<file path="config.mk">
export PLATFORM = sky130hd
export DESIGN_NAME = scl_search
export DESIGN_NICKNAME = d
export VERILOG_FILES = /design/src/design/scl_pkg.sv /design/src/design/scl_search.sv
export SDC_FILE = /design/constraint.sdc
export NUM_CORES = 1
export LEC_CHECK = 0
export BUFFER_PORTS_ARGS = -buffer_cell sky130_fd_sc_hd__buf_2
export CAP_MARGIN = 20
export CORE_MARGIN = 1.5
export CORE_UTILIZATION = 45
export DETAILED_ROUTE_END_ITERATION = 8
export SLEW_MARGIN = 15
export SYNTH_ARGS = -nofsm -noshare
export SYNTH_HDL_FRONTEND = slang
export SYNTH_SLANG_ARGS = --single-unit
</file>
<file path="constraint.sdc">
create_clock -name clk -period 8 [get_ports clk]
set_clock_uncertainty 0.05 [all_clocks]
set_input_delay 0.8 -clock clk [delete_from_list [all_inputs] [get_ports clk]]
set_output_delay 0.8 -clock clk [all_outputs]
set_load 0.03 [all_outputs]
</file>
<file path="src/design/scl_pkg.sv">
package scl_pkg;

  // Field widths fixed by the interface.
  localparam int unsigned KeyW   = 16;
  localparam int unsigned CodeW  = 16;
  localparam int unsigned AddrW  = 32;
  localparam int unsigned SizeW  = 32;
  localparam int unsigned CodecW = 8;
  localparam int unsigned CountW = 11;
  localparam int unsigned IndexW = 10;
  localparam int unsigned EncKeyW = 8;
  localparam int unsigned CfgIdxW = 3;
  localparam int unsigned CfgDataW = 32;

  // Item actions.
  localparam logic ACT_LOAD   = 1'b0;
  localparam logic ACT_LOOKUP = 1'b1;

  // Configuration register indexes.
  localparam logic [CfgIdxW-1:0] REG_ENTRY_COUNT  = 3'd0;
  localparam logic [CfgIdxW-1:0] REG_ALPHA_LOW    = 3'd1;
  localparam logic [CfgIdxW-1:0] REG_ALPHA_HIGH   = 3'd2;
  localparam logic [CfgIdxW-1:0] REG_NUM_LOW      = 3'd3;
  localparam logic [CfgIdxW-1:0] REG_NUM_HIGH     = 3'd4;
  localparam logic [CfgIdxW-1:0] REG_ENCRYPT_ON   = 3'd5;
  localparam logic [CfgIdxW-1:0] REG_ENCRYPT_KEY  = 3'd6;
  localparam logic [CfgIdxW-1:0] REG_BASE_ADDRESS = 3'd7;

  // Codec numbers and playback limits.
  localparam logic [CodecW-1:0] CODEC_COMPRESSED = 8'd0;
  localparam logic [CodecW-1:0] CODEC_WAV        = 8'd2;
  localparam logic [8:0]        VOICE_ALIGN_MASK = 9'h1FF;
  localparam logic [SizeW-1:0]  VOICE_MIN_SIZE   = 32'd512;
  localparam logic [EncKeyW-1:0] ENC_KEY_MAX     = 8'h07;

  typedef struct packed {
    logic [KeyW-1:0]   key;
    logic [CodeW-1:0]  code;
    logic [AddrW-1:0]  voice_address;
    logic [SizeW-1:0]  clip_bytes;
    logic [CodecW-1:0] codec;
  } record_t;

  typedef struct packed {
    logic [CountW-1:0]  entry_count;
    logic [CodeW-1:0]   alpha_low;
    logic [CodeW-1:0]   alpha_high;
    logic [CodeW-1:0]   num_low;
    logic [CodeW-1:0]   num_high;
    logic               encrypt_on;
    logic [EncKeyW-1:0] encrypt_key;
    logic [AddrW-1:0]   base_address;
  } config_t;

  typedef struct packed {
    logic              found;
    logic [CodeW-1:0]  hit_code;
    logic [CodeW-1:0]  code_class;
    logic              voice_ok;
    logic              voice_is_wav;
    logic              speech_encrypted;
    logic [AddrW-1:0]  voice_start;
  } result_t;

  typedef struct packed {
    logic idle;
    logic done;
    logic found;
  } search_status_t;

endpackage

</file>
<file path="src/design/scl_search.sv">
module scl_search #(
  parameter int unsigned TABLE_DEPTH = 1024,
  parameter int unsigned AW = 10,
  parameter int unsigned CW = 11
) (
  input  logic                         clk,
  input  logic                         rst,
  input  logic                         start_lookup,
  input  logic                         start_load,
  input  logic [scl_pkg::KeyW-1:0]     search_key,
  input  logic [scl_pkg::CountW-1:0]   entry_count,
  input  logic [scl_pkg::KeyW-1:0]     rd_key,
  input  logic                         finish_ack,
  output logic                         rd_en,
  output logic [AW-1:0]                rd_addr,
  output scl_pkg::search_status_t      status
);

  typedef enum logic [1:0] {
    S_IDLE,
    S_START,
    S_CMP,
    S_DONE
  } state_t;

  state_t                     state;
  logic [CW-1:0]              left;
  logic [CW-1:0]              right;
  logic [CW-1:0]              mid;
  logic [scl_pkg::KeyW-1:0]   key;
  logic                       found;

  logic [CW-1:0]  right_init;
  logic [CW:0]    start_sum;
  logic [CW-1:0]  start_mid;
  logic           key_eq;
  logic           key_gt;
  logic [CW-1:0]  left_next;
  logic [CW-1:0]  right_next;
  logic [CW:0]    next_sum;
  logic [CW-1:0]  mid_next;

  // Never search past the end of the table.
  assign right_init = ({21'd0, entry_count} > 32'(TABLE_DEPTH)) ?
                      CW'(TABLE_DEPTH) : CW'(entry_count);

  assign start_sum = {1'b0, left} + {1'b0, right};
  assign start_mid = start_sum[CW:1];

  // The shared compare unit: one probe result per cycle.
  assign key_eq     = (key == rd_key);
  assign key_gt     = (key > rd_key);
  assign left_next  = key_gt ? (mid + CW'(1)) : left;
  assign right_next = key_gt ? right : mid;
  assign next_sum   = {1'b0, left_next} + {1'b0, right_next};
  assign mid_next   = next_sum[CW:1];

  always_comb begin
    rd_en   = 1'b0;
    rd_addr = start_mid[AW-1:0];
    if (state == S_START) begin
      rd_en = (left < right);
    end else if (state == S_CMP) begin
      rd_en   = !key_eq && (left_next < right_next);
      rd_addr = mid_next[AW-1:0];
    end
  end

  assign status.idle  = (state == S_IDLE);
  assign status.done  = (state == S_DONE);
  assign status.found = found;

  always_ff @(posedge clk) begin
    if (rst) begin
      state <= S_IDLE;
      found <= 1'b0;
    end else begin
      unique case (state)
        S_IDLE: begin
          found <= 1'b0;
          left  <= '0;
          right <= right_init;
          key   <= search_key;
          if (start_lookup) begin
            state <= S_START;
          end else if (start_load) begin
            state <= S_DONE;
          end
        end
        S_START: begin
          mid <= start_mid;
          if (left < right) begin
            state <= S_CMP;
          end else begin
            state <= S_DONE;
          end
        end
        S_CMP: begin
          if (key_eq) begin
            found <= 1'b1;
            state <= S_DONE;
          end else begin
            left  <= left_next;
            right <= right_next;
            mid   <= mid_next;
            if (!(left_next < right_next)) begin
              state <= S_DONE;
            end
          end
        end
        S_DONE: begin
          if (finish_ack) begin
            state <= S_IDLE;
          end
        end
        default: begin
          state <= S_IDLE;
        end
      endcase
    end
  end

endmodule

</file>
# [Word-level counts from Yosys, hierarchy flattened]
# Cells that the tools add are included.
[word_totals] wordCells=55 reg_bits=52 output_inout_bits=14
[classes] n_reduce_logical=10 bitwise=1 add_sub_neg=3 n_eq_ne=9 order_cmp=4 n_mux=22
[op_table] op="two-way mux 11 bit" n=6
[op_table] op="case mux 11 bit (2 select lines)" n=3
[op_table] op="adder 11 x 11 -> 12 bit" n=2
[op_table] op="less-than comparator 11 bit" n=2
[op_table] op="two-way mux 10 bit" n=2
[op_table] op="equality test 16 bit" n=1
[op_table] op="greater-than comparator 16 bit" n=1
[op_table] op="adder 11 x 1 -> 11 bit (second input constant)" n=1
[op_table] op="greater-than comparator 11 bit (second input constant)" n=1
[op_table] op="two-way mux 2 bit" n=5
[op_table] op="AND reduction 3 bit" n=3
[op_table] op="case mux 2 bit (4 select lines)" n=1
[op_table] op="!= test 2 bit (second input constant)" n=3
[op_table] op="!= test 3 bit (second input constant)" n=2
[op_table] op="equality test 2 bit (second input constant)" n=2
[op_table] op="two-way mux 1 bit" n=4
[op_table] op="AND reduction 2 bit" n=2
[op_table] op="nonzero test 2 bit" n=2
[op_table] op="equality test 2 x 1 -> 1 bit (second input constant)" n=1
[op_table] op="zero test 2 bit" n=1
[op_table] op="case mux 1 bit (2 select lines)" n=1
[op_table] op="logical AND 1 bit" n=1
[op_table] op="zero test 1 bit" n=1
[op_table] op="NOT 1 bit" n=1

# [Depth between registers and ports, before layout]
[logic_depth] ltp_word=6 mapped_depth=19 depth_no_buf=18

# [Worst setup path before layout]
# No wires, ideal clock.
[synth_path] path_type="input -> output" start="input port rd_key[7] in the netlist's numbering" end="output port rd_addr[8]" t_arrival_ns=4.769 path_buffers=3 stages=18 required_time_ns=7.150 slack_ns=2.381 cell_sequence="inv_1 ha_1 nand4_4 a211o_1 a21o_2 a21oi_1 buf_2 clkbuf_1 a21oi_1 ha_1 clkbuf_1 nand4_1 a211o_1 o211ai_1 nand3_2 o31ai_4 xnor2_1 mux2i_1"
[synth_via] elab_chain_cells=5
[synth_lines] item="start, declared" line_no="scl_search.sv:12" text="input logic [scl_pkg::KeyW-1:0] rd_key,"
[synth_lines] item="greater-than comparator 16 bit" line_no="scl_search.sv:52" text="assign key_gt = (key > rd_key);"
[synth_lines] item="two-way mux 11 bit" line_no="scl_search.sv:53" text="assign left_next = key_gt ? (mid + CW'(1)) : left;"
[synth_lines] item="via left_next[2]" line_no="scl_search.sv:38" text="logic [CW-1:0] left_next;"
[synth_lines] item="adder 11 x 11 -> 12 bit" line_no="scl_search.sv:55" text="assign next_sum = {1'b0, left_next} + {1'b0, right_next};"
[synth_lines] item="two-way mux 10 bit" line_no="scl_search.sv:63" text="end else if (state == S_CMP) begin"
[synth_lines] item="two-way mux 10 bit" line_no="scl_search.sv:61" text="if (state == S_START) begin"
[synth_lines] item="end, declared" line_no="scl_search.sv:15" text="output logic [AW-1:0] rd_addr,"
# The timed path passes the listed nets, and every way through them passes these cells.

# [Worst setup path after layout]
[layout_path] start="input port rd_key[7] in the netlist's numbering" end="output port rd_addr[9]"
[layout_via] elab_chain_cells=5
[layout_lines] item="greater-than comparator 16 bit *" line_no="scl_search.sv:52"
[layout_lines] item="two-way mux 11 bit, on equally long branches" line_no="scl_search.sv:53, scl_search.sv:54"
[layout_lines] item="adder 11 x 11 -> 12 bit *" line_no="scl_search.sv:55"
[layout_lines] item="two-way mux 10 bit *" line_no="scl_search.sv:63"
[layout_lines] item="two-way mux 10 bit *" line_no="scl_search.sv:61"
# Every way passes the cells marked *; elsewhere a longest branch is shown, timed or not.

==> flow_metrics.tcl <==
set metrics [dict create \
    status "finished clean" \
    routabilityCongestion 0.906 \
    period_share_pct 74.3 \
    p_seq_share_pct 22.4 \
    overflow 0 \
    wirelength_um 11400 \
    antenna_found_initial 0 \
    track_usage_pct 21.8 \
    synth_largest_area_cell "edfxtp_1" \
    drive_above_1_share_pct 19.0 \
    io_buffers 61 \
    seq_area_mm2 0.00153 \
    layout_setup_ws_ps 2050 \
    whs_ps 429 \
    worstPathRequired_ps 7150 \
    cts_root_buf "clkbuf_8" \
    yosysMostFrequentCell "ha_1" \
    grt_pass1_vias 3731 \
    syn_avg_cell_area_um2 9.37 \
    critical_path_buf_inv_count 5 \
    clk_pin_slew_ps 90 \
    postCtsSetupBuffers 0 \
    tns_ps 0 \
    hold_path.class "reg -> reg" \
    p_leak_nw 2.25 \
    synth_top_area_share_pct 31.5 \
    netlist_area_mm2 0.00468 \
    pre_cts_ws_ps 2080 \
    grt_max_degree 36 \
    antenna_cells 0 \
    multiInputGateArea_mm2 0.00280 \
    cts-hold-fix-buffers 0 \
    p_switching_mw 1.20 \
    start_kind "primary input" \
    slowest_delay_ps 430 \
    synthCells 499 \
    path_class "in -> out" \
    initial_core_util_pct 45.9 \
    timing.final.crit_period_ps 5950 \
    cp_slowest_cell "a21oi_2" \
    max_cap_violations 0 \
    fp.dieW_um 105 \
    ys_top_cells_by_area "edfxtp_1 31%, ha_1 16%, a21oi_1 5.1%, inv_1 4.8%, xnor2_1 3.4%" \
    cts_tree "done" \
    slew_violations 0 \
    syn_to_final_growth_pct 10.1 \
    clock_latency_ps 320 \
    antenna_left 0 \
    vdd_drop_max_mv 0.304 \
    numCtsBuffers 5 \
    clock_path_buffers 2 \
    internal_power_mw 1.10 \
    power_density_mw_per_mm2 447 \
    synth.distinct_cells 66 \
    rsz0062_at_grt "false" \
    die_y_um 105 \
    async_flop_share_pct 0 \
    nets 664 \
    core_area_mm2 0.0102 \
    grt_pass1_wl_um 18800 \
    via_per_inst 5.47 \
    synth_ff_type "edfxtp_1" \
    max_freq_mhz 168 \
    p_total_mw 2.30 \
    combPwrFrac_pct 70.8 \
    ys_seq_area_share_pct 32.7 \
    num_vias 3773 \
    crit_chain "buf_2 -> inv_1 -> ha_1 -> nand4_4 -> o221a_2 -> a21o_2 -> a21oi_2 -> buf_4 -> mux2i_1 -> inv_1 -> ha_1 -> a21o_1 -> a21oi_1 -> nor3b_1 -> nand4b_1 -> a31oi_1 -> xor2_1 -> mux2i_1 -> buf_2" \
    wl_per_cell_um 16.6 \
    hold_violations 0 \
    drc 0 \
    yosys_warnings 0 \
    worstMarginPinSlew_ps 946 \
    clock-sinks 52 \
    ys_top_cells_by_count "61 x ha_1, 60 x inv_1, 49 x edfxtp_1" \
    io_pins 62 \
    critPathTopFamily "compound AO/OA/AOI/OAI gates" \
    cts_max_level 2 \
    layout.core_utilization_pct 50.6 \
    synth_edf_count 49 \
    pwr-share-clk_pct 6.8 \
    crit_fanout 23 \
    rows 37 \
    synth_seq_cells 52 \
    setup-violations-final 0 \
    first_pass_iters 5 \
    n_fill_cell 985 \
    synthesis.nets 610 \
    cts_resized 0 \
    die_area_mm2 0.0110 \
    slew_headroom_pct 36.7 \
    worstSetupEndpointType "primary output" \
    critPathArrivalTime_ps 5100 \
    p_sw_share_pct 52.1 \
    drt_iter0_markers 302 \
    dpl.hpwl_um 9090 \
]
state kept, by name, summed over array words and instances (netlist names):
register and count:
key 16, left 11, mid 11, right 11
state 2, found 1
kinds of logic (layout without fill, tap and decap cells):
| kind of cell | Yosys count | after routing | share of synthesized area, % |
|---|---|---|---|
| adders and majority gates | 63 | 63 | 17.2 |
| AOI/OAI and AO/OA | 127 | 127 | 17.5 |
| xor gates and xnor gates | 29 | 29 | 5.43 |
| DFF | 52 | 52 | 32.7 |
| muxes | 20 | 20 | 4.57 |
| buffers and inverters | 79 | 134 | 7.60 |
| and+or+nand+nor | 129 | 129 | 15.0 |
cell usage in the layout (no fill, tap or decap), drive strengths merged, types with 10 or more instances in the layout:
master,count
buf,65
ha,61
inv,61
edfxtp,49
a21oi,48
nor2,39
o21ai,29
nand2,26
xnor2,18
xor2,11
mux2,11
and2,11
nor3,10
nand3,10
a211oi,10
routing by layer:
layer | global-route usage, % | vias to the layer above | share of wire [%]
li1 | - | 1887 | -
met1 | 30.1 | 1766 | 47
met2 | 34.5 | 107 | 46
met3 | 3.43 | 13 | 5.2
met4 | 7.53 | 0 | 2.1
met5 | 0 | - | 0
power by group through the flow:
| stage | registers, mW | clock network, mW | logic, mW |
|---|---|---|---|
| finish | 0.516 | 0.156 | 1.63 |
| global placement | 0.520 | 0 | 1.60 |
| global route | 0.529 | 0.170 | 1.80 |
| CTS | 0.515 | 0.162 | 1.63 |
| floorplan | 0.491 | 0 | 1.28 |
| detailed placement | 0.522 | 0 | 1.61 |
worst paths after layout:
check / startpoint / endpoint / slack (ps) / cells past startpoint
setup / recovery: rd_key[7] / rd_addr[9] / 2050 / 19
setup reg to reg: key[7] / mid[9] / 3310 / 16
hold / removal: found / found / 430 / 2
hold reg to reg: found / found / 430 / 2
stage by stage:
stage	std cells	cell area (µm²)
after floorplan	499	4680
after global placement	682	5060
after detailed placement	682	5060
after CTS	690	5150
after global routing	690	5150
final	690	5150
worst min-delay path, cell delays in order, from the launching register on:
cell and delay, ps:
dfxtp_1 320, o21ai_0 60, a21oi_1 60
final cells by class:
cell class | instances | share of cell area [%]
clock inverters | 1 | 0.170
flip-flops and latches | 52 | 29.7
inverters | 61 | 4.45
well taps | 136 | 3.30
clock buffers | 7 | 1.48
multi-input cells | 368 | 54.3
repair buffers | 65 | 6.51
Note: power is estimated with default switching activity, not from simulation.
