==> src/design/scl_pkg.sv <==
package scl_pkg;

  // Field widths fixed by the interface.
  localparam int unsigned KeyW   = 16;
  localparam int unsigned CodeW  = 16;
  localparam int unsigned AddrW  = 32;
  localparam int unsigned SizeW  = 32;
  localparam int unsigned CodecW = 8;
  localparam int unsigned CountW = 11;
  localparam int unsigned IndexW = 10;
  localparam int unsigned EncKeyW = 8;
  localparam int unsigned CfgIdxW = 3;
  localparam int unsigned CfgDataW = 32;

  // Item actions.
  localparam logic ACT_LOAD   = 1'b0;
  localparam logic ACT_LOOKUP = 1'b1;

  // Configuration register indexes.
  localparam logic [CfgIdxW-1:0] REG_ENTRY_COUNT  = 3'd0;
  localparam logic [CfgIdxW-1:0] REG_ALPHA_LOW    = 3'd1;
  localparam logic [CfgIdxW-1:0] REG_ALPHA_HIGH   = 3'd2;
  localparam logic [CfgIdxW-1:0] REG_NUM_LOW      = 3'd3;
  localparam logic [CfgIdxW-1:0] REG_NUM_HIGH     = 3'd4;
  localparam logic [CfgIdxW-1:0] REG_ENCRYPT_ON   = 3'd5;
  localparam logic [CfgIdxW-1:0] REG_ENCRYPT_KEY  = 3'd6;
  localparam logic [CfgIdxW-1:0] REG_BASE_ADDRESS = 3'd7;

  // Codec numbers and playback limits.
  localparam logic [CodecW-1:0] CODEC_COMPRESSED = 8'd0;
  localparam logic [CodecW-1:0] CODEC_WAV        = 8'd2;
  localparam logic [8:0]        VOICE_ALIGN_MASK = 9'h1FF;
  localparam logic [SizeW-1:0]  VOICE_MIN_SIZE   = 32'd512;
  localparam logic [EncKeyW-1:0] ENC_KEY_MAX     = 8'h07;

  typedef struct packed {
    logic [KeyW-1:0]   key;
    logic [CodeW-1:0]  code;
    logic [AddrW-1:0]  voice_address;
    logic [SizeW-1:0]  clip_bytes;
    logic [CodecW-1:0] codec;
  } record_t;

  typedef struct packed {
    logic [CountW-1:0]  entry_count;
    logic [CodeW-1:0]   alpha_low;
    logic [CodeW-1:0]   alpha_high;
    logic [CodeW-1:0]   num_low;
    logic [CodeW-1:0]   num_high;
    logic               encrypt_on;
    logic [EncKeyW-1:0] encrypt_key;
    logic [AddrW-1:0]   base_address;
  } config_t;

  typedef struct packed {
    logic              found;
    logic [CodeW-1:0]  hit_code;
    logic [CodeW-1:0]  code_class;
    logic              voice_ok;
    logic              voice_is_wav;
    logic              speech_encrypted;
    logic [AddrW-1:0]  voice_start;
  } result_t;

  typedef struct packed {
    logic idle;
    logic done;
    logic found;
  } search_status_t;

endpackage

==> src/design/scl_check.sv <==
module scl_check (
  input  logic              found,
  input  scl_pkg::record_t  rec,
  input  scl_pkg::config_t  cfg,
  output scl_pkg::result_t  result
);

  logic codec_ok;
  logic enc_bad;
  logic in_alpha;
  logic in_num;
  logic ok;

  assign codec_ok = (rec.codec == scl_pkg::CODEC_COMPRESSED) ||
                    (rec.codec == scl_pkg::CODEC_WAV);
  assign enc_bad  = cfg.encrypt_on && (cfg.encrypt_key > scl_pkg::ENC_KEY_MAX);
  assign in_alpha = (rec.code >= cfg.alpha_low) && (rec.code <= cfg.alpha_high);
  assign in_num   = (rec.code >= cfg.num_low) && (rec.code <= cfg.num_high);
  assign ok = (rec.voice_address != '0) &&
              ((rec.voice_address[8:0] & scl_pkg::VOICE_ALIGN_MASK) == 9'd0) &&
              (rec.clip_bytes >= scl_pkg::VOICE_MIN_SIZE) && codec_ok && !enc_bad;

  always_comb begin
    result = '0;
    if (found) begin
      result.found    = 1'b1;
      result.hit_code = rec.code;
      if (in_alpha) begin
        result.code_class = cfg.alpha_low;
      end else if (in_num) begin
        result.code_class = cfg.num_low;
      end else begin
        result.code_class = rec.code;
      end
      result.voice_ok         = ok;
      result.voice_is_wav     = (rec.codec == scl_pkg::CODEC_WAV);
      result.speech_encrypted = cfg.encrypt_on &&
                                (cfg.encrypt_key <= scl_pkg::ENC_KEY_MAX);
      result.voice_start      = rec.voice_address + cfg.base_address;
    end
  end

endmodule

==> config.mk <==
export PLATFORM = sky130hd
export DESIGN_NAME = scl_check
export DESIGN_NICKNAME = d
export VERILOG_FILES = /design/src/design/scl_pkg.sv /design/src/design/scl_check.sv
export SDC_FILE = /design/constraint.sdc
export NUM_CORES = 1
export LEC_CHECK = 0
export BUFFER_PORTS_ARGS = -buffer_cell sky130_fd_sc_hd__buf_2
export CORE_AREA = 3 3 110 112
export DETAILED_ROUTE_END_ITERATION = 6
export DIE_AREA = 0 0 113 115
export MAX_ROUTING_LAYER = met4
export PLACE_DENSITY = 0.86
export SLEW_MARGIN = 25
export SYNTH_ARGS = -nofsm -noshare
export SYNTH_HDL_FRONTEND = slang
export SYNTH_SLANG_ARGS = --single-unit
==> constraint.sdc <==
create_clock -name vclk -period 2.4
set_clock_uncertainty 0.2 [all_clocks]
set_input_delay 0.12 -clock vclk [all_inputs]
set_output_delay 0.12 -clock vclk [all_outputs]
set_load 0.005 [all_outputs]
Word-level counts from Yosys, hierarchy flattened

Index checks and enable logic that the tools add are counted.
W data, S select, Z words.

Bits of input ports: 221
Register bits: 0
Logic and storage cells: 25
Output and inout port bits: 68

Reductions and logical operators: 13
Mux-type cells: 3
Magnitude comparators: 7
Add/sub/neg operators: 1
Equality and inequality tests: 1

Operator list:

| cell                   | count |
|---|---|
| $mux W68               | 1 |
| $add A32 B32 Y32       | 1 |
| $ge A16 B16 Y1         | 2 |
| $ge A32 B10 Y1 const B | 1 |
| $le A16 B16 Y1         | 2 |
| $mux W16               | 2 |
| $reduce_bool A32 Y1    | 1 |
| $logic_not A9 Y1       | 1 |
| $eq A8 B2 Y1 const B   | 1 |
| $gt A8 B3 Y1 const B   | 1 |
| $le A8 B3 Y1 const B   | 1 |
| $logic_and A1 B1 Y1    | 8 |
| $logic_not A8 Y1       | 1 |
| $logic_not A1 Y1       | 1 |
| $logic_or A1 B1 Y1     | 1 |

Longest topological paths before layout

Gate-level depths: netlist of the first run.

Word-level depth: 6
Depth in mapped cells: 11
Mapped depth without buffers: 10

Worst setup path after synthesis of the first run

No wires, ideal clock.

Path kind: input-to-output
Start point: input port rec[40] (netlist bit)
End point: output port result[24] (netlist bit)
Buffers on the path: 0
Stages on the path: 10
Arrival time: 2.086 ns
Slack: -0.006 ns
Required time: 2.080 ns
Cells stage by stage: ha_1 -> inv_1 -> fa_1 -> nand2b_1 -> a21oi_2 -> o211ai_2 -> a21o_1 -> a2111oi_2 -> nor4_1 -> nor3_1

RTL lines:

| item            | line           | RTL |
|---|---|---|
| start, declared | scl_check.sv:3 | `input scl_pkg::record_t rec,` |
| end, declared   | scl_check.sv:5 | `output scl_pkg::result_t result` |

==> results.yml, run 1 <==
run_status:
  status: "complete, but fails checks"
  violations: "setup timing"
layout:
  layout.area.seq_um2: 0
  finish.net_count: 1247
  area_growth_pct: 77.4
  fillers: 856
  most-common-layout-cells: "buf_2 (231), buf_4 (88), inv_1 (72), ha_1 (69), nor2_1 (38)"
  drive_above_1_share: 0.522
  seq_cells: 0
  nClkBuffers: 0
  final_common_cell: "buf_2"
  antenna_cells: 0
worst_setup_path:
  endpoint_kind: "output port"
  critPathLaunchType: "primary input"
  cp.arrival_ns: 2.32
  path_max_fanout: 5
  cpMaxStageDelayCell: "a32oi_2"
  cp_num_buf_inv: 4
  crit_path_cell_trace: "buf_8, ha_4, buf_4, a211oi_4, o211ai_2, a32oi_2, a21oi_2, o311ai_4, buf_6, o31ai_4, mux2i_1, buf_2"
  critPathKind: "primary input to output port"
  max_stage_delay_ns: 0.31
  crit_family: "compound AO/OA/AOI/OAI gates"
  cp_data_required_time_ns: 2.08
floorplan:
  num_io_pins: 289
  die_w_um: 113
  die_h_um: 115
  design.die.area_um2: 13000
  core_um2: 11300
  num_rows: 39
  start_util: 0.369
global_routing:
  overflow: 0
  grt_pass1_wl_mm: 28.0
  track_usage: 0.267
  grt_max_degree: 48
  grt_antenna_before_repair: 0
  grt_pass1_vias: 5653
synth:
  synth_top_family_by_area: "compound AO/OA/AOI/OAI gates"
  yosys.area_share.adder: 0.289
  synth_area_leaders: "ha_1 (28%), a21oi_1 (7.3%), inv_1 (6.7%)"
  netlist_instances: 591
  synth_top_area_frac: 0.284
  synth_area_leader_cell: "ha_1"
  yosysWarnings: 0
  synth_compound_area_frac: 0.306
  seq_area_frac_synth: 0
  synth-xor-area-share: 0.0356
  syn_area_um2: 4180
  synth-simple-area-share: 0.227
  synth_cell_types: 61
  syn_nets: 908
  postSynthAreaPerCell_um2: 7.07
  muxShareOfSynthArea: 0.0539
pwr:
  ir_drop_mv: 0.212
  power-per-cell-area_nw_per_um2: 254
  cellLeakagePower_nw: 3.80
detailed_routing:
  drc: 0
  vias: 6462
  vias_per_cell: 6.03
  wl_per_cell_um: 20.7
  drt_iter0_markers: 648
  totalWireLength_mm: 22.1
  ant_nets: 0
  firstDrtPassIters: 6
timing:
  period_minus_slack_ns: 2.64
  hold_viol: 0
  setup_violations: 30
  maxSlewViolCount: 0
  fin_crit_sh: 1.10
  holdWs_ns: 0.343
  rsz0062_at_grt: "yes"
  max_slew_margin: 0.572
  tns_ns: -4.89
  worst_pin_slew_ns: 0.636
  max_freq_mhz: 379
  worst_slack_ns: -0.241
hold_path:
  hp-class: "primary input to output port"
placement:
  dpl.hpwl_mm: 14.4
  port_buffers: 250
  gp_congestion: 0.995
job:
  cap_violations: 0
clocking:
  cts_hold_buf: 0
==> cell usage after synthesis (3+ instances only) <==
cell	number
ha_1	95
inv_1	75
a21oi_1	61
nor2_1	39
nand2_1	31
o21ai_0	29
and2_1	23
mux2i_1	21
a21o_1	20
o31ai_1	18
nor3_1	16
nand4_1	15
nor4_1	15
clkbuf_1	10
nand3_1	9
xor2_1	9
xnor2_1	8
a211oi_1	7
nand2b_1	6
nor3b_1	6
o211ai_1	6
o21a_1	5
a21boi_0	4
a311oi_1	4
nor2b_1	4
buf_4	3
nand3b_1	3
or3_1	3
==> power breakdown <==
part	internal, W	switching (W)
Sequential	0	0
Combinational	0.000920	0.000962
Clock	0	0
==> tightest hold or removal path: stages <==
cell    delay (ns)
buf_2         0.07
and2_1        0.12
buf_2         0.11
==> routing by layer <==
metal,global-route usage,wire [µm],up-vias
li1,-,-,2856
met1,0.344,7930,2947
met2,0.453,10700,506
met3,0.0189,1990,153
met4,0.0729,1520,0
met5,-,0,-
==> per-stage QoR <==
step           utilization  setup WS [ns]  std cells  power, W  instance area [µm²]
2_1_floorplan            -         0.0167        591  0.000757                 4180
3_3_place_gp         0.549         -0.303       1054   0.00136                 6220
3_5_place_dp         0.549         -0.358       1054   0.00139                 6220
4_1_cts              0.594         -0.105       1062   0.00155                 6720
5_1_grt              0.655         -0.321       1071   0.00200                 7420
6_report             0.655         -0.241       1071   0.00188                 7420
==> area by class of cell <==
class	instances	area [µm²]	area share
repair buffers	352	2260	0.305
multi-input cells	500	4690	0.632
inverters	76	288	0.0388
well taps	143	179	0.0241
==> cell families after synthesis <==
kind of cell               count (synthesis)
AOI/OAI and AO/OA                        184
adders and majority gates                 96
buffers and inverters                     91
xor gates and xnor gates                  17
muxes                                     22
and+or+nand+nor                          181
==> timing repair <==
item | in CTS | in global routing
buffers inserted | 7 | 11
gates resized for setup | 85 | 125
setup endpoints to repair | 32 | 35
pin swaps | 47 | 57
gates cloned | 1 | 1
==> final timing paths <==
kind               start         end  slack, ns  cells after the start
hold / removal    rec[1]  result[33]       0.34                      3
setup / recovery  cfg[0]  result[25]      -0.24                     12
Power figures use the tool's default switching activity.
==> run 2, diff against run 1 <==
Settings changed: ABC_AREA set to 1, CORE_AREA 3 3 110 112 to unset, CORE_MARGIN set to 3, CORE_UTILIZATION set to 41, DIE_AREA 0 0 113 115 to unset, PLACE_DENSITY 0.86 to 0.91.
==> run 2 against run 1 <==
  * The run now ends clean
  * Global-route usage is 0.078 points lower
  * Critical path depth fell by 1
  * Clock-buffer cell count unchanged
  * Utilization decreased by 8.6 points
  * Setup slack better by 0.34 ns
  * Final area decreased by 19%
  * First-iteration DRC count shrank 54%
  * Maximum frequency up 15%
  * Die area fell by 4.7%
  * Critical endpoint is now result[18]
  * Largest cell class unchanged
==> results.yml, run 2 <==
run_status:
  status: "completed"
timing:
  worst_pin_slew_ns: 0.515
  tns_ns: 0
  hold_viol: 0
  max_freq_mhz: 435
  period_minus_slack_ns: 2.30
  worst_slack_ns: 0.102
  rsz0062_at_grt: "no"
  fin_crit_sh: 0.957
  max_slew_margin: 0.653
  setup_violations: 0
  holdWs_ns: 0.339
  maxSlewViolCount: 0
detailed_routing:
  totalWireLength_mm: 17.1
  firstDrtPassIters: 5
  wl_per_cell_um: 14.0
  drt_iter0_markers: 298
  drc: 0
  vias: 6443
  vias_per_cell: 5.28
  ant_nets: 0
layout:
  seq_cells: 0
  nClkBuffers: 0
  drive_above_1_share: 0.266
  layout.area.seq_um2: 0
  utilization: 0.569
  finish.net_count: 1403
  most-common-layout-cells: "buf_2 (250), nand2_1 (204), inv_1 (156), ha_1 (94), a21oi_1 (89)"
  final_common_cell: "buf_2"
  antenna_cells: 0
  area_growth_pct: 32.1
pwr:
  power-per-cell-area_nw_per_um2: 222
  ir_drop_mv: 0.120
  p_sw_w: 0.000792
  cellLeakagePower_nw: 3.81
  combPwrFrac: 1.000
  fin_total_pwr_w: 0.00133
  clkPwrFrac: 0
  p_seq_frac: 0
  sw_frac_of_total: 0.595
  p_int_w: 0.000540
worst_setup_path:
  cp_data_required_time_ns: 2.08
  max_stage_delay_ns: 0.38
  cpMaxStageDelayCell: "ha_1"
  endpoint_kind: "output port"
  crit_path_cell_trace: "buf_2, ha_1, nand2_1, nor2_1, inv_1, nor2_1, nand3b_1, nand3_2, o21ai_0, a21oi_2, buf_2"
  critPathLaunchType: "primary input"
  cp.arrival_ns: 1.98
  path_max_fanout: 5
  critPathKind: "primary input to output port"
synth:
  postSynthAreaPerCell_um2: 5.41
  muxShareOfSynthArea: 0
  yosys.area_share.adder: 0.266
  synth_area_leaders: "ha_1 (26%), nand2_1 (17%), inv_1 (13%)"
  synth_cell_types: 35
  synth_area_leader_cell: "ha_1"
  synth_top_family_by_area: "simple AND/OR/NAND/NOR gates"
  syn_nets: 1157
  synth-xor-area-share: 0.00578
  synth-simple-area-share: 0.385
  synth_compound_area_frac: 0.196
  synth.most_common_cell: "nand2_1"
  netlist_instances: 840
  synth_top_area_frac: 0.261
  yosysWarnings: 0
  seq_area_frac_synth: 0
  syn_area_um2: 4550
  synth_common_cells: "nand2_1 (204), inv_1 (156), ha_1 (95)"
global_routing:
  grt_pass1_vias: 6115
  overflow: 0
  grt_antenna_before_repair: 0
  grt_max_degree: 25
  track_usage: 0.266
  grt_pass1_wl_mm: 27.6
placement:
  port_buffers: 250
  dpl.hpwl_mm: 15.0
  gp_congestion: 0.988
  post-place-ws_ns: 0.0332
floorplan:
  die_w_um: 111
  die_h_um: 111
  start_util: 0.431
  design.die.area_um2: 12400
  num_io_pins: 289
  num_rows: 37
  core_um2: 10600
hold_path:
  holdPathEnd: "result[51]"
  hp-class: "primary input to output port"
  min_from: "rec[72]"
  hold_depth: 4
job:
  cap_violations: 0
## run 2: cell types whose count changed after synthesis, sizes merged, moves of 7 or more
| cell | before | now |
|---|---|---|
| o31ai | 18 | 0 |
| xor2 | 9 | 2 |
| o211ai | 8 | 0 |
| a21oi | 63 | 92 |
| and2 | 23 | 0 |
| mux2i | 21 | 0 |
| nor2 | 39 | 80 |
| inv | 75 | 157 |
| nand2 | 31 | 215 |
| o21ai | 30 | 56 |
| xnor2 | 8 | 1 |
| a21o | 20 | 5 |
| nand3 | 9 | 67 |
| a211oi | 10 | 0 |
## run 2: layout make-up
type / instances / area (µm²)
fillers: 1082 / 4550
repair buffers: 258 / 1310
multi-input cells: 669 / 3940
well taps: 136 / 170
inverters: 157 / 589
## run 2: worst max-delay path by stage
| stage | start | endpoint | cells after the start | slack [ns] |
|---|---|---|---|---|
| 2_1_floorplan | rec[40] | result[24] | 12 | 0.49 |
| 3_3_place_gp | rec[40] | result[24] | 14 | 0.05 |
| 3_5_place_dp | rec[40] | result[24] | 15 | 0.03 |
| 4_1_cts | rec[40] | result[24] | 15 | 0.03 |
| 5_1_grt | rec[87] | result[50] | 14 | 0.005 |
| 6_report | rec[57] | result[18] | 11 | 0.10 |
## run 2: layer usage
layer / up-vias / wire (µm) / global-route usage
met5: - / 0 / -
met4: 0 / 512 / 0.0722
met3: 37 / 1270 / 0.0207
met2: 295 / 8780 / 0.510
met1: 2853 / 6500 / 0.294
li1: 3258 / - / -
## run 2: power by group through the flow
stage               sequential [W]  clock (W)  combinational [W]
finish                           0          0            0.00133
global route                     0          0            0.00152
CTS                              0          0            0.00130
detailed placement               0          0            0.00130
global placement                 0          0            0.00127
floorplan                        0          0           0.000795
## run 2: repair_timing
| item | in CTS | in global routing |
|---|---|---|
| buffers inserted | 0 | 1 |
| setup endpoints to repair | 0 | 20 |
| gates resized for setup | 0 | 12 |
| hold buffers | 0 | 0 |
## run 2: critical path: cells and delay by family
kind	cells	cell delay, ns
AND/OR/NAND/NOR	5	0.83
AO/OA/AOI/OAI	2	0.29
adder cells (fa/ha/maj)	1	0.38
buffers and inverters	3	0.35
## run 2: stage by stage
step / std cells / instance area (µm²)
finish: 1220 / 6010
global route: 1220 / 6010
CTS: 1219 / 5940
detailed placement: 1219 / 5940
global placement: 1219 / 5940
floorplan: 840 / 4550
## run 2: cell families after synthesis
family	count (synthesis)
AND/OR/NAND/NOR	405
buffers and inverters	171
AO/OA/AOI/OAI	165
adder cells (fa/ha/maj)	96
XOR/XNOR	3
